## src/design/bbpc_pkg.sv

```systemverilog
// Shared types and constants for the bang-bang pressure controller.
// No dependencies; imported by bbpc_step and bang_bang_pressure_controller.
package bbpc_pkg;

  // Sanity window for sampled pressure, tenths of psi
  localparam logic signed [15:0] PRESSURE_MIN = -16'sd100;
  localparam logic signed [15:0] PRESSURE_MAX = 16'sd15000;

  // Widths of the stream and configuration payloads
  localparam int unsigned InDataW  = 40;
  localparam int unsigned InUserW  = 3;
  localparam int unsigned OutDataW = 16;
  localparam int unsigned CfgAddrW = 3;
  localparam int unsigned CfgDataW = 32;

  typedef enum logic [1:0] {
    MODE_DIS  = 2'd0,
    MODE_SUS  = 2'd1,
    MODE_VENT = 2'd2,
    MODE_ABT  = 2'd3
  } mode_e;

  typedef enum logic [2:0] {
    OP_UPDATE = 3'd0,
    OP_ENABLE = 3'd1,
    OP_DISABLE = 3'd2,
    OP_VENT   = 3'd3,
    OP_CLOSE  = 3'd4,
    OP_FCLOSE = 3'd5,
    OP_ABORT  = 3'd6,
    OP_SAFE   = 3'd7
  } op_e;

  typedef enum logic [2:0] {
    EV_NONE     = 3'd0,
    EV_SANITY   = 3'd1,
    EV_CONFLICT = 3'd2,
    EV_NO_VENT  = 3'd3,
    EV_CLOSE_REJ = 3'd4,
    EV_VENT_IN  = 3'd5,
    EV_VENT_OUT = 3'd6,
    EV_ABORT_CLR = 3'd7
  } event_e;

  typedef enum logic [2:0] {
    CFG_SETPOINT   = 3'd0,
    CFG_DEADBAND   = 3'd1,
    CFG_WAIT_MS    = 3'd2,
    CFG_MAX_OPEN   = 3'd3,
    CFG_VENT_TRIG  = 3'd4,
    CFG_TRIP_EN    = 3'd5,
    CFG_VENT_PRES  = 3'd6
  } cfg_idx_e;

  typedef struct packed {
    logic signed [15:0] setpoint;
    logic [14:0]        deadband;
    logic [31:0]        wait_ms;
    logic [31:0]        open_cap_ms;
    logic signed [15:0] vent_trigger;
    logic               trip_enable;
    logic               vent_present;
  } cfg_t;

  typedef struct packed {
    mode_e              mode;
    logic               press;
    logic               vent;
    logic               latch;
    logic signed [15:0] last_p;
    logic               last_bad;
    logic [31:0]        open_time;
    logic [31:0]        switch_time;
  } state_t;

  typedef struct packed {
    op_e                opcode;
    logic               armed;
    logic signed [15:0] pressure;
    logic               pressure_bad;
    logic [15:0]        elapsed_ms;
  } item_t;

  typedef struct packed {
    event_e event_res;
    logic   accepted;
    logic   abort_latched;
    logic   vent_open;
    logic   press_open;
    mode_e  mode;
  } result_t;

endpackage

```

## src/design/bbpc_step.sv

```systemverilog
// Next-state and result logic for one tick or command of the controller.
// Purely combinational; depends on bbpc_pkg for state, config and item types.
module bbpc_step (
  input  bbpc_pkg::cfg_t    cfg_i,
  input  bbpc_pkg::state_t  state_i,
  input  bbpc_pkg::item_t   item_i,
  output bbpc_pkg::state_t  state_o,
  output bbpc_pkg::result_t result_o
);
  import bbpc_pkg::*;

  // Drive the press valve; opening restarts the open timer
  function automatic state_t set_press(state_t s, logic open);
    state_t r;
    r = s;
    if (open != s.press) begin
      r.press = open;
      if (open) r.open_time = '0;
    end
    return r;
  endfunction

  // Drive the vent valve only when one is fitted
  function automatic state_t set_vent(state_t s, logic open, logic present);
    state_t r;
    r = s;
    if (present) r.vent = open;
    return r;
  endfunction

  // Change mode; a real change restarts the switch timer
  function automatic state_t go_mode(state_t s, mode_e m);
    state_t r;
    r = s;
    if (m != s.mode) begin
      r.mode        = m;
      r.switch_time = '0;
    end
    return r;
  endfunction

  // Add elapsed time, saturating at all ones
  function automatic logic [31:0] sat_add(logic [31:0] a, logic [15:0] b);
    logic [32:0] t;
    t = {1'b0, a} + {17'd0, b};
    return t[32] ? '1 : t[31:0];
  endfunction

  state_t             s;
  logic               acc;
  event_e             ev;
  logic               was_latched;
  logic signed [17:0] hi2;
  logic signed [17:0] lo2;
  logic signed [17:0] p2;
  logic signed [17:0] p2_new;
  logic               p_out_of_range;

  // Thresholds on doubled values keep the half deadband exact
  assign hi2 = {cfg_i.setpoint[15], cfg_i.setpoint, 1'b0} + {3'b000, cfg_i.deadband};
  assign lo2 = {cfg_i.setpoint[15], cfg_i.setpoint, 1'b0} - {3'b000, cfg_i.deadband};
  assign p2     = {state_i.last_p[15], state_i.last_p, 1'b0};
  assign p2_new = {item_i.pressure[15], item_i.pressure, 1'b0};
  assign p_out_of_range = (item_i.pressure < PRESSURE_MIN) ||
                          (item_i.pressure > PRESSURE_MAX);
  assign was_latched = state_i.latch;

  always_comb begin
    s = state_i;
    acc = 1'b1;
    ev  = EV_NONE;

    // Advance both timers before anything else
    s.open_time   = sat_add(state_i.open_time, item_i.elapsed_ms);
    s.switch_time = sat_add(state_i.switch_time, item_i.elapsed_ms);

    case (item_i.opcode)
      OP_UPDATE: begin
        if (!item_i.armed) begin
          // Disarmed: safe everything if anything is active
          if (s.mode != MODE_DIS || s.press || s.vent || s.latch) begin
            s = set_press(s, 1'b0);
            s = set_vent(s, 1'b0, cfg_i.vent_present);
            s.latch = 1'b0;
            s = go_mode(s, MODE_DIS);
            ev = was_latched ? EV_ABORT_CLR : EV_NONE;
          end
        end else begin
          s.last_p   = item_i.pressure;
          s.last_bad = item_i.pressure_bad;
          if (s.mode != MODE_DIS && (item_i.pressure_bad || p_out_of_range)) begin
            // Sanity abort
            s = set_press(s, 1'b0);
            s = set_vent(s, 1'b1, cfg_i.vent_present);
            s.latch = 1'b1;
            s = go_mode(s, MODE_ABT);
            ev = EV_SANITY;
          end else if (s.mode == MODE_SUS) begin
            // Sustain: auto vent, open cap, then hysteresis after the wait
            if (cfg_i.trip_enable && cfg_i.vent_present &&
                item_i.pressure > cfg_i.vent_trigger) begin
              s = set_press(s, 1'b0);
              s = set_vent(s, 1'b1, cfg_i.vent_present);
              s = go_mode(s, MODE_VENT);
              ev = EV_VENT_IN;
            end else if (s.press && cfg_i.open_cap_ms != '0 &&
                         s.open_time >= cfg_i.open_cap_ms) begin
              s = set_press(s, 1'b0);
              s.switch_time = '0;
            end else if (s.switch_time >= cfg_i.wait_ms) begin
              if (p2_new > hi2 && s.press) begin
                s = set_press(s, 1'b0);
                s.switch_time = '0;
              end else if (p2_new < lo2 && !s.press) begin
                s = set_press(s, 1'b1);
                s.switch_time = '0;
              end
            end
          end else if (s.mode == MODE_VENT) begin
            // Leave auto vent once back at or below the top of the band
            if (p2_new <= hi2) begin
              s = set_vent(s, 1'b0, cfg_i.vent_present);
              s = go_mode(s, MODE_DIS);
              ev = EV_VENT_OUT;
            end
          end
        end
      end
      OP_ENABLE: begin
        if (s.mode != MODE_DIS) begin
          acc = 1'b0;
          ev  = EV_CONFLICT;
        end else begin
          s = go_mode(s, MODE_SUS);
        end
      end
      OP_DISABLE: begin
        if (s.mode == MODE_ABT) begin
          acc = 1'b0;
          ev  = EV_CONFLICT;
        end else begin
          s = set_press(s, 1'b0);
          if (s.mode == MODE_SUS) s = go_mode(s, MODE_DIS);
        end
      end
      OP_VENT: begin
        if (!cfg_i.vent_present) begin
          acc = 1'b0;
          ev  = EV_NO_VENT;
        end else if (s.mode == MODE_ABT) begin
          acc = 1'b0;
          ev  = EV_CONFLICT;
        end else begin
          s = set_press(s, 1'b0);
          s = set_vent(s, 1'b1, cfg_i.vent_present);
          s = go_mode(s, MODE_VENT);
          ev = EV_VENT_IN;
        end
      end
      OP_CLOSE, OP_FCLOSE: begin
        if (s.mode != MODE_VENT) begin
          acc = 1'b0;
        end else if (item_i.opcode == OP_CLOSE && !s.last_bad && p2 > hi2) begin
          // Plain close refused while still above the band
          acc = 1'b0;
          ev  = EV_CLOSE_REJ;
        end else begin
          s = set_vent(s, 1'b0, cfg_i.vent_present);
          s = go_mode(s, MODE_DIS);
          ev = EV_VENT_OUT;
        end
      end
      OP_ABORT: begin
        s = set_press(s, 1'b0);
        s = set_vent(s, 1'b1, cfg_i.vent_present);
        s.latch = 1'b1;
        s = go_mode(s, MODE_ABT);
        if (!cfg_i.vent_present) begin
          acc = 1'b0;
          ev  = EV_NO_VENT;
        end
      end
      default: begin
        // Force safe
        s = set_press(s, 1'b0);
        s = set_vent(s, 1'b0, cfg_i.vent_present);
        s.latch = 1'b0;
        s = go_mode(s, MODE_DIS);
        ev = was_latched ? EV_ABORT_CLR : EV_NONE;
      end
    endcase
  end

  assign state_o = s;

  // Report the state left by this item
  always_comb begin
    result_o.mode          = s.mode;
    result_o.press_open    = s.press;
    result_o.vent_open     = s.vent;
    result_o.abort_latched = s.latch;
    result_o.accepted      = acc;
    result_o.event_res     = ev;
  end

endmodule

```

## src/design/bang_bang_pressure_controller.sv

```systemverilog
// Top level of the bang-bang pressure controller: stream ports, config
// registers, controller state and a two-deep result buffer. Uses bbpc_pkg, bbpc_step.

// One word in, one word out, at one word per clock while the master side
// takes results. A word is taken while tready is high; its result goes to the
// output register, or to the skid entry if the master side holds that register.
// The update is one pass through the step logic into the state and result
// registers. The slave side takes one more word after the master side stalls,
// then tready drops until a result is drained. Configuration writes are taken
// every cycle and must be issued only while no word is in flight.
module bang_bang_pressure_controller (
  input  logic                           clk_i,
  input  logic                           rst_ni,
  // Slave side
  input  logic                           s_axis_tvalid,
  output logic                           s_axis_tready,
  // tdata: armed[0], pressure[16:1], pressure_bad[17], elapsed_ms[33:18], zero[39:34]
  input  logic [bbpc_pkg::InDataW-1:0]   s_axis_tdata,
  // tuser: opcode[2:0]
  input  logic [bbpc_pkg::InUserW-1:0]   s_axis_tuser,
  // Master side
  output logic                           m_axis_tvalid,
  input  logic                           m_axis_tready,
  // tdata: mode[1:0], press_open[2], vent_open[3], abort_latched[4],
  //        accepted[5], event_res[8:6], zero[15:9]
  output logic [bbpc_pkg::OutDataW-1:0]  m_axis_tdata,
  // Configuration write channel
  input  logic                           cfg_valid_i,
  output logic                           cfg_ready_o,
  input  logic [bbpc_pkg::CfgAddrW-1:0]  cfg_addr_i,
  input  logic [bbpc_pkg::CfgDataW-1:0]  cfg_data_i
);
  import bbpc_pkg::*;

  cfg_t    cfg_q;
  state_t  state_q, state_d;
  item_t   item;
  result_t res;
  logic    in_acc;
  logic    out_pop;

  logic    m_valid_q, m_valid_d;
  result_t m_data_q, m_data_d;
  logic    sk_valid_q, sk_valid_d;
  result_t sk_data_q, sk_data_d;

  // Unpack the incoming word
  assign item.opcode       = op_e'(s_axis_tuser);
  assign item.armed        = s_axis_tdata[0];
  assign item.pressure     = s_axis_tdata[16:1];
  assign item.pressure_bad = s_axis_tdata[17];
  assign item.elapsed_ms   = s_axis_tdata[33:18];

  assign s_axis_tready = !sk_valid_q;
  assign in_acc        = s_axis_tvalid && s_axis_tready;
  assign out_pop       = m_valid_q && m_axis_tready;
  assign cfg_ready_o   = 1'b1;

  bbpc_step u_step (
    .cfg_i    (cfg_q),
    .state_i  (state_q),
    .item_i   (item),
    .state_o  (state_d),
    .result_o (res)
  );

  // Configuration registers
  always_ff @(posedge clk_i or negedge rst_ni) begin
    if (!rst_ni) begin
      cfg_q.setpoint         <= '0;
      cfg_q.deadband         <= '0;
      cfg_q.wait_ms          <= '0;
      cfg_q.open_cap_ms      <= '0;
      cfg_q.vent_trigger     <= 16'sh7FFF;
      cfg_q.trip_enable      <= 1'b0;
      cfg_q.vent_present     <= 1'b0;
    end else if (cfg_valid_i && cfg_ready_o) begin
      unique case (cfg_idx_e'(cfg_addr_i))
        CFG_SETPOINT:  cfg_q.setpoint         <= cfg_data_i[15:0];
        CFG_DEADBAND:  cfg_q.deadband         <= cfg_data_i[14:0];
        CFG_WAIT_MS:   cfg_q.wait_ms          <= cfg_data_i;
        CFG_MAX_OPEN:  cfg_q.open_cap_ms      <= cfg_data_i;
        CFG_VENT_TRIG: cfg_q.vent_trigger     <= cfg_data_i[15:0];
        CFG_TRIP_EN:   cfg_q.trip_enable      <= cfg_data_i[0];
        CFG_VENT_PRES: cfg_q.vent_present     <= cfg_data_i[0];
        default: ;
      endcase
    end
  end

  // Advance controller state on each accepted word
  always_ff @(posedge clk_i or negedge rst_ni) begin
    if (!rst_ni) begin
      state_q <= '0;
    end else if (in_acc) begin
      state_q <= state_d;
    end
  end

  // Result buffer: output register backed by one skid entry
  always_comb begin
    m_valid_d  = m_valid_q;
    m_data_d   = m_data_q;
    sk_valid_d = sk_valid_q;
    sk_data_d  = sk_data_q;
    if (!m_valid_q || out_pop) begin
      if (sk_valid_q) begin
        m_valid_d  = 1'b1;
        m_data_d   = sk_data_q;
        sk_valid_d = in_acc;
        if (in_acc) sk_data_d = res;
      end else begin
        m_valid_d = in_acc;
        if (in_acc) m_data_d = res;
      end
    end else if (in_acc) begin
      sk_valid_d = 1'b1;
      sk_data_d  = res;
    end
  end

  always_ff @(posedge clk_i or negedge rst_ni) begin
    if (!rst_ni) begin
      m_valid_q  <= 1'b0;
      sk_valid_q <= 1'b0;
    end else begin
      m_valid_q  <= m_valid_d;
      sk_valid_q <= sk_valid_d;
    end
  end

  // Hold payload without reset
  always_ff @(posedge clk_i) begin
    m_data_q  <= m_data_d;
    sk_data_q <= sk_data_d;
  end

  assign m_axis_tvalid = m_valid_q;
  assign m_axis_tdata  = {7'd0, m_data_q};

endmodule

```

## config.mk

```make
export PLATFORM = sky130hd
export DESIGN_NAME = bang_bang_pressure_controller
export DESIGN_NICKNAME = d
export VERILOG_FILES = /design/src/design/bbpc_pkg.sv /design/src/design/bbpc_step.sv /design/src/design/bang_bang_pressure_controller.sv
export SDC_FILE = /design/constraint.sdc
export NUM_CORES = 1
export LEC_CHECK = 0
export ABC_AREA = 1
export BUFFER_PORTS_ARGS = -buffer_cell sky130_fd_sc_hd__buf_4
export CORE_UTILIZATION = 63
export DETAILED_ROUTE_END_ITERATION = 8
export PLACE_DENSITY = 0.82
export SETUP_SLACK_MARGIN = 0.05
export SLEW_MARGIN = 5
export SYNTH_ARGS = -nofsm -noshare
export SYNTH_HDL_FRONTEND = slang
export SYNTH_SLANG_ARGS = --single-unit
```

## constraint.sdc

```tcl
create_clock -name clk_i -period 4.55 [get_ports clk_i]
set_input_delay 0.2275 -clock clk_i [delete_from_list [all_inputs] [get_ports clk_i]]
set_output_delay 0.2275 -clock clk_i [all_outputs]
set_load 0.02 [all_outputs]
```

==> results of run 1 <==
[area by class of cell]
class	instances	area (µm²)	share of cell area [%]
flip-flops and latches	219	5590	29.2
clock buffers	38	747	3.90
repair buffers	136	1200	6.25
well taps	335	419	2.19
clock inverters	10	78.8	0.411
multi-input cells	1676	9920	51.7
inverters	324	1220	6.35
[repair_timing]
action | in CTS | in global routing
pin swaps | 0 | 34
gates cloned | 0 | 3
hold buffers | 18 | 0
gates resized for setup | 1 | 95
setup endpoints to repair | 17 | 75
endpoints found under the hold margin | 87 | 0
setup buffers | 0 | 10
[state kept, by name, indices dropped and copies added (netlist names)]
signal,count
cfg_q,113
state_q,86
m_axis_tdata,9
sk_data_q,9
m_axis_tvalid,1
sk_valid_q,1
[path summary, 6_finish.rpt]
path / slack, ns / endpoint / startpoint
min: 0.02 / state_q[68] / s_axis_tdata[4]
max in group asynchronous: 3.27 / cfg_q[84] / rst_ni
max: 0.25 / state_q[19] / state_q[0]
min in group asynchronous: 0.27 / state_q[56] / rst_ni
min reg2reg: 0.49 / cfg_q[75] / cfg_q[75]
max reg2reg: 0.25 / state_q[19] / state_q[0]
[kinds of logic (layout without fill, tap and decap cells)]
group                    after synthesis  after routing  share of synthesized area [%]
AND/OR/NAND/NOR                     1037           1037                           26.9
AO/OA/AOI/OAI                        387            387                           12.8
buffers and inverters                383            508                           9.16
flip-flops                           219            219                           33.7
adder cells (fa/ha/maj)              193            193                           14.7
XOR/XNOR                              43             43                           2.27
multiplexers                           8              8                          0.543
other                                  2              8                         0.0452
[power by group through the flow]
stage	clock network (mW)	registers [mW]	logic (mW)
2_1_floorplan	0	2.66	3.47
3_3_place_gp	0	2.74	4.41
3_5_place_dp	0	2.75	4.62
4_1_cts	2.06	2.73	4.69
5_1_grt	2.14	2.80	5.65
6_report	2.04	2.75	5.00
[routing by layer]
layer | GRT usage [%] | part of all wire, %
met2 | 52.0 | 45
met4 | 8.25 | 2.3
met5 | 0 | 0
met3 | 5.66 | 8.8
met1 | 49.5 | 44
[placed cells by master (no fill, tap or decap), drive strengths merged, types with 18 or more instances in the layout]
master       synthesis  routed
nor3                25      25
nand3              143     143
nor2               159     159
ha                 190     190
a21oi              122     122
nand4               37      37
o21ai              200     200
inv                324     325
xor2                31      31
edfxtp              18      18
nand2              637     637
dfrtp              186     186
clkbuf              35      41
buf                 24     115
dlygate4sd3          0      18
[critical path: stages (launching register included)]
cell and delay, ns:
dfrtp_1 0.41, ha_4 0.18, fa_2 0.41, nand3_2 0.09
nand3_2 0.09, a21oi_4 0.18, o21ai_2 0.10, a21oi_2 0.23
nor3_4 0.09, nand3_4 0.10, buf_12 0.14, buf_4 0.11
nand3_2 0.08, ha_1 0.32, a21oi_1 0.18, o21ai_0 0.09
nand2_1 0.07, nand3_1 0.17, a21oi_4 0.22, nand3_4 0.16
nand2_4 0.11, nand3_2 0.08, nand2_2 0.08, nand2_4 0.07
nand2_8 0.13, buf_6 0.17, nand3_1 0.08, nand2_1 0.06
[per-stage QoR]
step	hold WS [ns]	cell area [µm²]	cells	worst slack [ns]	utilization [%]
4_1_cts	0.00493	18600	2725	0.0511	71.7
5_1_grt	0.00709	19200	2738	0.0215	73.8
2_1_floorplan	-0.0681	16600	2278	0.719	-
3_5_place_dp	0.285	17600	2659	0.0277	67.8
6_report	0.0181	19200	2738	0.246	73.8
3_3_place_gp	0.279	17600	2659	0.101	67.8
==> metrics.txt, run 1 <==
status=completed; Max-Slew Margin vs Limit=28.9%; most common cell in the synthesized netlist=nand2_1; P_sw=4.28 mW; final setup fails=0; Crit path arrival time=4.78 ns; Data required, critical path=5.03 ns; Skew-Pair Late Insertion Delay=0.54 ns; share of cells above drive strength 1=12.6%; Slew Limit Fails=0; initial DRC count=1597; Bufs on Longest Clock Path=3; Worst setup SP type=flip-flop; Comb pwr share=51.0%; worst setup path category=flip-flop to flip-flop; area leader, netlist=dfrtp_1; total clock sinks=219; final wirelength=46600 µm; Final Cycle Share=94.6%; Remaining DRCs=0; Peak VDD IR=0.000346 V; total CTS buffers=26; sequential share of the synthesized area=33.7%; fmax=232 MHz; DR pass1 iterations=8; Area Growth Syn to Fin=15.4%; Final Hold Viols=0; Mean Syn Cell Area=7.31 µm²; GP Congestion=0.942; placement row count=59; Synth async-reset ratio=91.8%; vias in the first global route=14470; Top FF cell, synth=dfrtp_1; Max FO, Critical Path=9; number of synthesized flops with an enable pin=18; Power Internal=5.51 mW; #FFs+latches synth=219; Clk network pwr share=20.9%; Root Driver=clkbuf_16; Final #Nets=2659; setup TNS=0 ns; pwr dens=511 nW/µm²; post-synthesis cell count=2272; RSZ-0062 raised after global routing=no; Reg power frac=28.1%; top-area cell type share of the netlist area=28.0%; Die X=164 µm; final antenna-violating net count=0; first-pass GRT wire length=72200 µm; sw frac=43.7%; skew final=0.0119 ns; synthesis warning total=0; Total GRT Usage=33.9%; Final min period=4.30 ns; area of the die=27000 µm²; cells on worst reg2reg path=27; clock-pin slew on the worst setup and hold paths=0.06 ns; P_leak=10.1 nW; diodes inserted=0; Crit. End Element=flip-flop; Final HPWL DP=33900 µm; GRT Residual Overflow=0; htree depth=1; pin count of the biggest net entering global routing=94; Core ar.=26000 µm²; synth unique cells=52; via count=15916; list of most frequent post-synthesis cells=nand2_1 (631), inv_1 (323), ha_1 (190), o21ai_0 (190), dfrtp_1 (186); HP Class=primary input to flip-flop; Synth area leaders=dfrtp_1 (28%), ha_1 (14%), nand2_1 (14%); WL/cell=17.0 µm; Slew @ Worst Pin=1.07 ns; total power=9.79 mW; Die Y=164 µm; I/O pin count=102; Vias/cell=5.81; initial antenna violation count=0; max_cap viols=0; fillers=2043; Initial Utilization=63.9%; hold depth=2; Synth Cell Area=16600 µm²; CTS tree=yes; port bufs=87
No activity file was read; power rests on OpenSTA's default activity.
==> run 2, diff against run 1 <==
==> constraint.sdc (replaced) <==
create_clock -name clk_i -period 4.55 [get_ports clk_i]
set_input_delay 0.91 -clock clk_i [delete_from_list [all_inputs] [get_ports clk_i]]
set_output_delay 0.91 -clock clk_i [all_outputs]
set_load 0.02 [all_outputs]
==> run 2 against run 1 <==
Register-to-register slack lost 0.096 ns; worst setup slack worse by 0.17 ns; clock power up 15%; die area did not move; power is 11% higher; critical endpoint is now state_q[10]; largest power group unchanged.
==> metrics.txt, run 2 (same netlist as run 1, synthesis figures left out) <==
status=completed (unchanged); Die X=164 µm (unchanged); CTS tree=yes (unchanged); share of cells above drive strength 1=17.9% (was 12.6%); GRT Residual Overflow=0 (unchanged); GP Congestion=0.930 (was 0.942); fmax=223 MHz (was 232 MHz); Vias/cell=5.82 (was 5.81); total clock sinks=219 (unchanged); Crit. End Element=flip-flop (unchanged); Post-CTS Hold Buffers=0 (was 18); commonest non-fill, non-tap cell in the layout=nand2_1 (unchanged); highest-delay cell along the critical path=fa_2 (was dfrtp_1); Area Growth Syn to Fin=21.8% (was 15.4%); clock-pin slew on the worst setup and hold paths=0.06 ns (about the same); via count=16624 (was 15916); pre-CTS WS=-0.513 ns (was 0.0277 ns); Slew Limit Fails=0 (unchanged); Remaining DRCs=0 (unchanged); Final #Nets=2777 (was 2659); worst setup path category=primary input to flip-flop (was flip-flop to flip-flop); Max stage delay on crit path=0.42 ns (was 0.41 ns); Top reg by flops=cfg_q (unchanged); placement row count=59 (unchanged); Total GRT Usage=36.3% (was 33.9%); htree depth=1 (unchanged); Worst Slack Setup Final=0.0726 ns (was 0.246 ns); Core ar.=26000 µm² (unchanged); Worst setup SP type=primary input (was flip-flop); fillers=1821 (was 2043); initial antenna violation count=0 (unchanged); WL/cell=17.4 µm (was 17.0 µm); max_cap viols=0 (unchanged); Final min period=4.48 ns (was 4.30 ns); Data required, critical path=4.99 ns (was 5.03 ns); area of the die=27000 µm² (unchanged); Final HPWL DP=35600 µm (was 33900 µm); Root Driver=clkbuf_16 (unchanged); final setup fails=0 (unchanged); Peak VDD IR=0.000518 V (was 0.000346 V); Crit path arrival time=4.91 ns (was 4.78 ns); initial DRC count=1734 (was 1597); HP Class=primary input to asynchronous set/reset pin (was primary input to flip-flop); I/O pin count=102 (unchanged); max reg flops=113 (unchanged); DR pass1 iterations=6 (was 8); diodes inserted=0 (unchanged); largest registers=cfg_q: 113 flops, state_q: 86 flops (unchanged); Skew-Pair Late Insertion Delay=0.56 ns (was 0.54 ns); Final Hold Viols=0 (unchanged); port bufs=87 (unchanged); FF/Latch Area=5590 µm² (unchanged); final antenna-violating net count=0 (unchanged); skew final=0.0155 ns (was 0.0119 ns); final wirelength=49700 µm (was 46600 µm); Slew @ Worst Pin=1.10 ns (was 1.07 ns); P_leak=10.8 nW (was 10.1 nW); Bufs on Longest Clock Path=3 (unchanged); area of the multi-input gates=9960 µm² (was 9920 µm²); vias in the first global route=15746 (was 14470); pwr dens=538 nW/µm² (was 511 nW/µm²); Final Cycle Share=98.4% (was 94.6%); Die Y=164 µm (unchanged); most frequent cells in the layout=nand2_1 (620), inv_1 (321), buf_4 (240), dfrtp_1 (185), o21ai_0 (184) (was nand2_1 (621), inv_1 (319), dfrtp_1 (185), o21ai_0 (181), ha_1 (177)); total CTS buffers=26 (unchanged); Initial Utilization=63.9% (unchanged); first-pass GRT wire length=77100 µm (was 72200 µm); pin count of the biggest net entering global routing=119 (was 94); Max FO, Critical Path=8 (was 9); Max-Slew Margin vs Limit=26.9% (was 28.9%); utilization after layout=77.8% (was 73.8%)
-- run 2: cell types whose count changed in the layout (fill, tap and decap cells not counted), moves of 4 or more --
cell           before  now
nand3_1           114  110
clkinv_2            7    3
nand3_2            25   30
o21ai_1            14    9
buf_4             107  240
dlygate4sd3_1      18    0
nor2_2              7   12
bufinv_16           1    6
nor2_1            147  142
-- run 2: critical path, delay by kind of cell --
family | cells | cell delay (ns)
compound gates | 3 | 0.52
buf+inv | 4 | 0.66
simple gates | 19 | 1.92
fa+ha+maj | 3 | 0.87
-- run 2: repair_timing --
item / in CTS / in global routing
pin swaps: 0 / 27
setup endpoints to repair: 14 / 78
setup buffers: 0 / 14
cloned: 0 / 5
resized for setup: 1 / 102
-- run 2: through the flow --
| stage | setup TNS, ns | area [µm²] | instances | hold WS (ns) | total power, mW |
|---|---|---|---|---|---|
| after floorplan | 0 | 16600 | 2278 | 0.453 | 6.14 |
| after global placement | -23.45 | 18600 | 2789 | 0.468 | 7.79 |
| after detailed placement | -29.08 | 18600 | 2789 | 0.470 | 8.07 |
| after CTS | 0 | 19600 | 2837 | 0.487 | 10.5 |
| after global routing | -0.949 | 20200 | 2856 | 0.513 | 11.7 |
| final | 0 | 20200 | 2856 | 0.467 | 10.9 |
-- run 2: per-layer routing --
layer / share of wire [%] / track usage [%]
met1: 43 / 49.4
met5: 0 / 0
met4: 3.1 / 11.8
met2: 45 / 58.0
met3: 8.9 / 6.84
-- run 2: power breakdown --
part           switching (mW)  internal (mW)
sequential              0.335           2.42
clock                   0.897           1.44
combinational            3.33           2.47
total                    4.56           6.33
-- run 2: worst paths after layout --
check	startpoint	end	slack (ns)	cells after the start
max	s_axis_tdata[18]	state_q[10]	0.07	29
max in group asynchronous	rst_ni	cfg_q[5]	3.06	2
min	rst_ni	state_q[53]	0.47	1
max reg2reg	state_q[0]	state_q[10]	0.15	28
min reg2reg	cfg_q[40]	cfg_q[40]	0.48	2
min in group clk_i	cfg_q[40]	cfg_q[40]	0.48	2
-- run 2: final cells by class --
| class | instances | share of cell area, % |
|---|---|---|
| Inverter | 324 | 6.03 |
| Timing Repair Buffer | 254 | 10.3 |
| Clock buffer | 35 | 3.54 |
| Multi-Input combinational cell | 1676 | 49.3 |
| Tap cell | 335 | 2.07 |
| Sequential cell | 219 | 27.6 |
| Clock inverter | 13 | 1.14 |
